<file path="src/rtl/core/bleb_pkg.sv">
package bleb_pkg;

   localparam int MEM_BYTES = 65536;
   localparam int LANES     = 8;
   localparam int LANE_W    = $clog2(LANES);
   localparam int ROWS      = MEM_BYTES / LANES;
   localparam int ROW_W     = $clog2(ROWS);

   localparam logic MODE_READ  = 1'b0;
   localparam logic MODE_WRITE = 1'b1;

   typedef struct packed {
      logic        mode;
      logic [1:0]  access_size;
      logic [63:0] address;
      logic [63:0] write_data;
   } req_type;

   typedef struct packed {
      logic [63:0] read_data;
      logic        fault;
   } rsp_type;

   // Combinational command broadcast to every byte lane.
   typedef struct packed {
      logic              clear;   // clearing pass: write zero at row
      logic              en;      // in-bounds access this cycle
      logic              write;
      logic [LANE_W-1:0] shift;   // offset bits below the row
      logic [1:0]        size;
      logic [ROW_W-1:0]  row;     // row of the first byte, or clear row
      logic [63:0]       wdata;
   } lane_cmd_type;

   typedef enum logic [1:0] {
      ST_CLEAR,
      ST_IDLE,
      ST_ACCESS,
      ST_WAIT
   } state_type;

   // True when byte position idx lies inside an access of 2**size bytes.
   function automatic logic byte_used(input logic [LANE_W-1:0] idx,
                                      input logic [1:0] size);
      logic [LANE_W-1:0] hi;
      hi = idx >> size;
      return (hi == '0);
   endfunction

endpackage

</file>
<file path="src/rtl/core/bleb_merge.sv">
module bleb_merge (
   input  logic [7:0]                  lane_data [bleb_pkg::LANES],
   input  logic [bleb_pkg::LANE_W-1:0] shift,
   input  logic [1:0]                  size,
   input  logic                        mode,
   input  logic                        fault,
   output logic [63:0]                 read_data
);

   logic [bleb_pkg::LANE_W-1:0] src [bleb_pkg::LANES];

   // Rotate lane bytes back into access order; zero unused bytes, and all bytes on a fault or a write.
   always_comb begin
      read_data = '0;
      for (int i = 0; i < bleb_pkg::LANES; i++) begin
         src[i] = shift + bleb_pkg::LANE_W'(i);
         if (!fault && mode == bleb_pkg::MODE_READ &&
             bleb_pkg::byte_used(bleb_pkg::LANE_W'(i), size)) begin
            read_data[8*i +: 8] = lane_data[src[i]];
         end
      end
   end

endmodule

</file>
<file path="config.mk">
export PLATFORM = sky130hd
export DESIGN_NAME = bleb_merge
export DESIGN_NICKNAME = d
export VERILOG_FILES = /design/src/rtl/core/bleb_pkg.sv /design/src/rtl/core/bleb_merge.sv
export SDC_FILE = /design/constraint.sdc
export NUM_CORES = 1
export LEC_CHECK = 0
export ABC_AREA = 1
export BUFFER_PORTS_ARGS = -buffer_cell sky130_fd_sc_hd__buf_2
export CAP_MARGIN = 5
export CORE_UTILIZATION = 49
export DETAILED_ROUTE_END_ITERATION = 7
export PLACE_DENSITY_LB_ADDON = 0.05
export SLEW_MARGIN = 20
export SYNTH_ARGS = -nofsm -noshare
export SYNTH_HDL_FRONTEND = slang
export SYNTH_SLANG_ARGS = --single-unit
</file>
<file path="constraint.sdc">
create_clock -name vclk -period 2.5
set_input_delay 0.375 -clock vclk [all_inputs]
set_output_delay 0.375 -clock vclk [all_outputs]
set_load 0.02 [all_outputs]
</file>
==> impl_metrics.py, run 1 <==
metrics = {
    "routing": {
        "drt_iter0_drc": 492,
        "ant_nets": 0,
        "wirelength_um": 11590,
        "vias": 4757,
        "dr.pass1.iters": 6,
        "remaining_drc_errors": 0,
        "vias_per_cell": 5.718,
        "routedWlPerCell_um": 13.92,
    },
    "sta": {
        "setup_viol": 0,
        "fmax_mhz": 428.1,
        "maxSlewViolCount": 0,
        "period_needed_ns": 2.336,
        "worst_slew_pin_slew_ns": 0.7101,
        "relSlewSlack_pct": 52.42,
        "period_share_pct": 93.44,
        "worst_slack_ns": 0.1639,
        "rsz0062_at_grt": "false",
        "tns_ns": 0,
        "finalHoldViolations": 0,
    },
    "critical_path": {
        "critPathKind": "input pin to output pin",
        "cp_top_family": "buffers and inverters",
        "cp_common_cell": "nand2_1",
        "required_ns": 2.12,
        "cp-end-kind": "output pin",
        "slowest_stage": "ha_1",
        "worstPathCellList": "buf_2 -> inv_1 -> ha_1 -> inv_1 -> buf_4 -> nand3_1 -> nand2_1 -> nand2_1 -> nand2_1 -> nor2_1 -> buf_2",
        "worstSetupStartpointType": "input pin",
        "worstPathArrival_ns": 1.96,
        "critPathMaxFanout": 24,
        "slowest_delay_ns": 0.32,
        "path_buf_inv": 5,
    },
    "logic_synthesis": {
        "syn_nets": 726,
        "syn_area_um2": 2750,
        "synth_fa_ha_area_share_pct": 0.9099,
        "synth_compound_area_share_pct": 7.643,
        "synth_mux_area_share_pct": 0,
        "synth.avg_cell_area_um2": 4.212,
        "synth_xor_area_share_pct": 1.774,
        "synth-simple-area-share_pct": 81.07,
        "synth-seq-area-share_pct": 0,
        "yosysWarningCount": 0,
        "netlist_instances": 653,
        "ys_types": 16,
        "synth_top_family_by_area": "simple AND/OR/NAND/NOR gates",
    },
    "floorplanning": {
        "std_cell_rows": 26,
        "die_w_um": 76.92,
        "die_h_um": 76.92,
        "die_area_um2": 5916,
        "io_pins": 135,
        "initial_core_util_pct": 52.18,
        "core_area_um2": 5270,
    },
    "cells_and_area": {
        "layout-drive-gt1-share_pct": 20.73,
        "ff_latch_area_um2": 0,
        "final_nets": 837,
        "n_fill_cell": 574,
        "diodes": 0,
        "multiInputGateArea_um2": 2514,
        "design.seq.count": 0,
        "n_clock_buffer": 0,
        "syn_to_final_growth_pct": 26.57,
    },
    "global_routing": {
        "grt_overflow_total": 0,
        "grt_max_degree": 66,
        "grt_pass1_vias": 4131,
        "grt_busiest_layer": "met2",
        "antenna_found_initial": 0,
        "track_usage_pct": 38.10,
        "grt_use_met3_pct": 2.619,
        "gr-usage-met2_pct": 68.93,
        "grt_use_met1_pct": 44.43,
        "grt_pass1_wl_um": 18590,
    },
    "clock_network": {
        "hold_buffers": 0,
        "cts_resized": 0,
        "cts_setup_buffers": 0,
    },
    "pwr": {
        "ir_drop_uv": 175.0,
        "power_density_nw_per_um2": 230.1,
        "p_leak_nw": 2.204,
    },
    "outcome": {
        "outcome": "finished clean",
    },
    "place": {
        "port_buffers": 135,
        "dpl_worst_slack_ns": 0.2196,
        "gp_congestion": 1.031,
        "dpl.hpwl_um": 9194,
    },
    "worst_hold_path": {
        "holdCritPathClass": "input pin to output pin",
    },
    "run": {
        "drv_cap": 0,
    },
}
-- cell type report --
cell class | count | area share, %
tap | 70 | 2.516
multi-input combinational | 603 | 72.21
timing repair buffer | 152 | 24.51
inverter | 7 | 0.7549
-- Yosys cell counts --
cell      number  share of area [%]
ha_1           2               0.91
nand2_1      362                 49
xnor2_2        2                1.2
buf_1          3               0.41
nor2_2         1               0.23
inv_1          6               0.82
buf_4          1               0.27
nor2_4         1               0.41
buf_2         30                5.5
a21oi_1       42                7.6
xor2_2         1               0.59
nor2_1        86                 12
clkbuf_1       8                1.1
inv_2          1               0.14
nand3_1      106                 19
buf_6          1               0.41
-- stage by stage --
stage	hold slack (ns)	cell area, µm²	cells	power, mW	util, %
floorplan	0.9216	2750	653	0.5449	-
global placement	1.294	3481	832	0.7661	66.05
detailed placement	1.297	3481	832	0.7817	66.05
CTS	1.302	3481	832	0.7847	66.05
global route	1.328	3481	832	0.8874	66.05
finish	1.302	3481	832	0.8010	66.05
-- kinds of logic after synthesis --
kind of cell               Yosys count
AOI/OAI and AO/OA                   42
xor gates and xnor gates             3
adders and majority gates            2
buffers and inverters               50
and+or+nand+nor                    556
-- where the power goes --
group	internal [mW]	total, mW	switching, mW
clock	0	0	0
sequential	0	0	0
combinational	0.272	0.801	0.529
-- cells in the final DEF, fill, tap and decap left out, drive strengths merged --
master	count
nand2	362
buf	152
nand3	106
nor2	88
a21oi	42
inv	7
xnor2	2
ha	2
xor2	1
-- routing by layer --
metal	vias up	part of all wire, %
li1	2288	-
met1	2082	38
met2	321	47
met3	66	9.1
met4	0	5.6
met5	-	0
-- tightest hold or removal path, cell delays in order --
cell	delay, ns
buf_2	0.09
nand2_1	0.06
nand3_1	0.08
a21oi_1	0.06
nor2_1	0.09
buf_2	0.16
-- path summary, 6_finish.rpt --
check / startpoint / end / slack [ns] / cells after the start
max: shift[1] / read_data[25] / 0.16 / 11
min: lane_data[25] / read_data[33] / 1.30 / 6
Power figures use the tool's default switching activity.
==> run 2, diff against run 1 <==
--- a/config.mk
+++ b/config.mk
@@ -7,7 +7,6 @@
 export LEC_CHECK = 0
 export ABC_AREA = 1
 export BUFFER_PORTS_ARGS = -buffer_cell sky130_fd_sc_hd__buf_2
-export CAP_MARGIN = 5
 export CORE_UTILIZATION = 49
 export DETAILED_ROUTE_END_ITERATION = 7
 export PLACE_DENSITY_LB_ADDON = 0.05
==> constraint.sdc (replaced) <==
create_clock -name vclk -period 2.5
set_input_delay 0.5 -clock vclk [all_inputs]
set_output_delay 0.5 -clock vclk [all_outputs]
set_load 0.02 [all_outputs]
==> run 2 against run 1 <==
  * Critical path depth is the same
  * Clock-buffer cell count is the same
  * Final area grew 9.2%
  * Maximum frequency shrank 2.4%
  * Routed wire length shrank 4.0%
  * Cell count is the same
  * Combinational power grew 11%
  * Die area is the same
  * Via count shrank 4.6%
  * Flip-flop and latch count is the same
  * Non-clock buffer count is the same
  * Hold slack gained 0.093 ns
==> impl_metrics.py, run 2 (synthesized netlist as in run 1, its figures left out) <==
metrics = {
    "cells_and_area": {
        "most-common-layout-cells": "nand2_1, buf_2, nand3_1, nor2_1, nor2_4",
        "final_nets": 837,
        "diodes": 0,
        "syn_to_final_growth_pct": 38.22,
        "finalCoreUtilization_pct": 72.13,
        "design_area_um2": 3801,
        "n_fill_cell": 527,
        "layout_commonest_cell": "nand2_1",
        "n_clock_buffer": 0,
        "design.seq.count": 0,
        "layout-drive-gt1-share_pct": 26.64,
        "final_cells": 832,
        "ff_latch_area_um2": 0,
    },
    "place": {
        "dpl.hpwl_um": 8887,
        "numPlacedInstances": 831,
        "port_buffers": 135,
        "gp_congestion": 0.9453,
        "dpl_worst_slack_ns": 0.1163,
        "placed_cell_area_um2": 3776,
    },
    "routing": {
        "dr.pass1.iters": 6,
        "remaining_drc_errors": 0,
        "routedWlPerCell_um": 13.37,
        "ant_nets": 0,
        "drt_iter0_drc": 496,
        "wirelength_um": 11130,
        "vias_per_cell": 5.456,
        "vias": 4539,
    },
    "sta": {
        "finalHoldViolations": 0,
        "fmax_mhz": 417.8,
        "relSlewSlack_pct": 68.21,
        "period_share_pct": 95.75,
        "tns_ns": 0,
        "period_needed_ns": 2.394,
        "worst_slack_ns": 0.1063,
        "setup_viol": 0,
        "whs_ns": 1.395,
        "maxSlewViolCount": 0,
        "rsz0062_at_grt": "false",
        "worst_slew_pin_slew_ns": 0.4768,
    },
    "global_routing": {
        "grt_pass1_wl_um": 17510,
        "grt_overflow_total": 0,
        "grt_pass1_vias": 3722,
        "track_usage_pct": 35.40,
        "grt_max_degree": 45,
        "antenna_found_initial": 0,
    },
    "outcome": {
        "outcome": "finished clean",
    },
    "pwr": {
        "power_density_nw_per_um2": 234.6,
        "p_leak_nw": 2.223,
        "ir_drop_uv": 112.0,
        "fin_total_pwr_mw": 0.8919,
    },
    "critical_path": {
        "critPathKind": "input pin to output pin",
        "worstPathArrival_ns": 1.89,
        "critPathMaxFanout": 16,
        "cp-end-kind": "output pin",
        "required_ns": 2.00,
        "worstSetupStartpointType": "input pin",
    },
    "floorplanning": {
        "core_area_um2": 5270,
        "die_h_um": 76.92,
        "io_pins": 135,
        "die_w_um": 76.92,
        "die_area_um2": 5916,
        "initial_core_util_pct": 52.18,
        "std_cell_rows": 26,
    },
    "run": {
        "drv_cap": 0,
    },
    "clock_network": {
        "cts_setup_buffers": 0,
    },
    "worst_hold_path": {
        "holdCritPathClass": "input pin to output pin",
    },
}
-- run 2: cell count changes in the layout (fill, tap and decap cells not counted) --
cell       delta
a21oi_1      -14
a21oi_2      +14
buf_12        +2
buf_4         -3
clkbuf_16     +1
inv_1         -1
inv_2         +1
nor2_1       -30
nor2_4       +30
-- run 2: worst max-delay path, cell delays in order --
cell	delay, ns
buf_2	0.12
inv_1	0.08
ha_1	0.34
inv_2	0.12
clkbuf_16	0.18
nand3_1	0.08
nand2_1	0.10
nand2_1	0.07
nand2_1	0.11
nor2_4	0.03
buf_2	0.15
-- run 2: cell type report --
class / count / area (µm²) / area share, %
well taps: 70 / 87.58 / 2.304
inverters: 7 / 26.28 / 0.6912
repair buffers: 152 / 895.9 / 23.57
multi-input cells: 603 / 2791 / 73.44
-- run 2: timing repair --
| item | CTS | global route |
|---|---|---|
| hold buffers | 0 | 0 |
| gates resized for setup | 0 | 1 |
| endpoints found under the setup margin | 0 | 4 |
| endpoints found under the hold margin | 0 | 0 |
-- run 2: worst paths after layout --
check             startpoint            end  slack, ns  cells after the start
setup / recovery    shift[0]  read_data[29]       0.11                     11
hold / removal         fault   read_data[3]       1.40                      5
-- run 2: per-layer routing --
| layer | vias to the layer above | global-route usage [%] | routed length [µm] |
|---|---|---|---|
| met5 | - | 0 | 0 |
| met4 | 0 | 3.462 | 89 |
| met3 | 18 | 5.000 | 1254 |
| met2 | 279 | 54.64 | 4898 |
| met1 | 1958 | 52.68 | 4883 |
| li1 | 2284 | - | - |
-- run 2: power breakdown --
part	switching (mW)	internal, mW
Sequential	0	0
Clock	0	0
Combinational	0.585	0.307
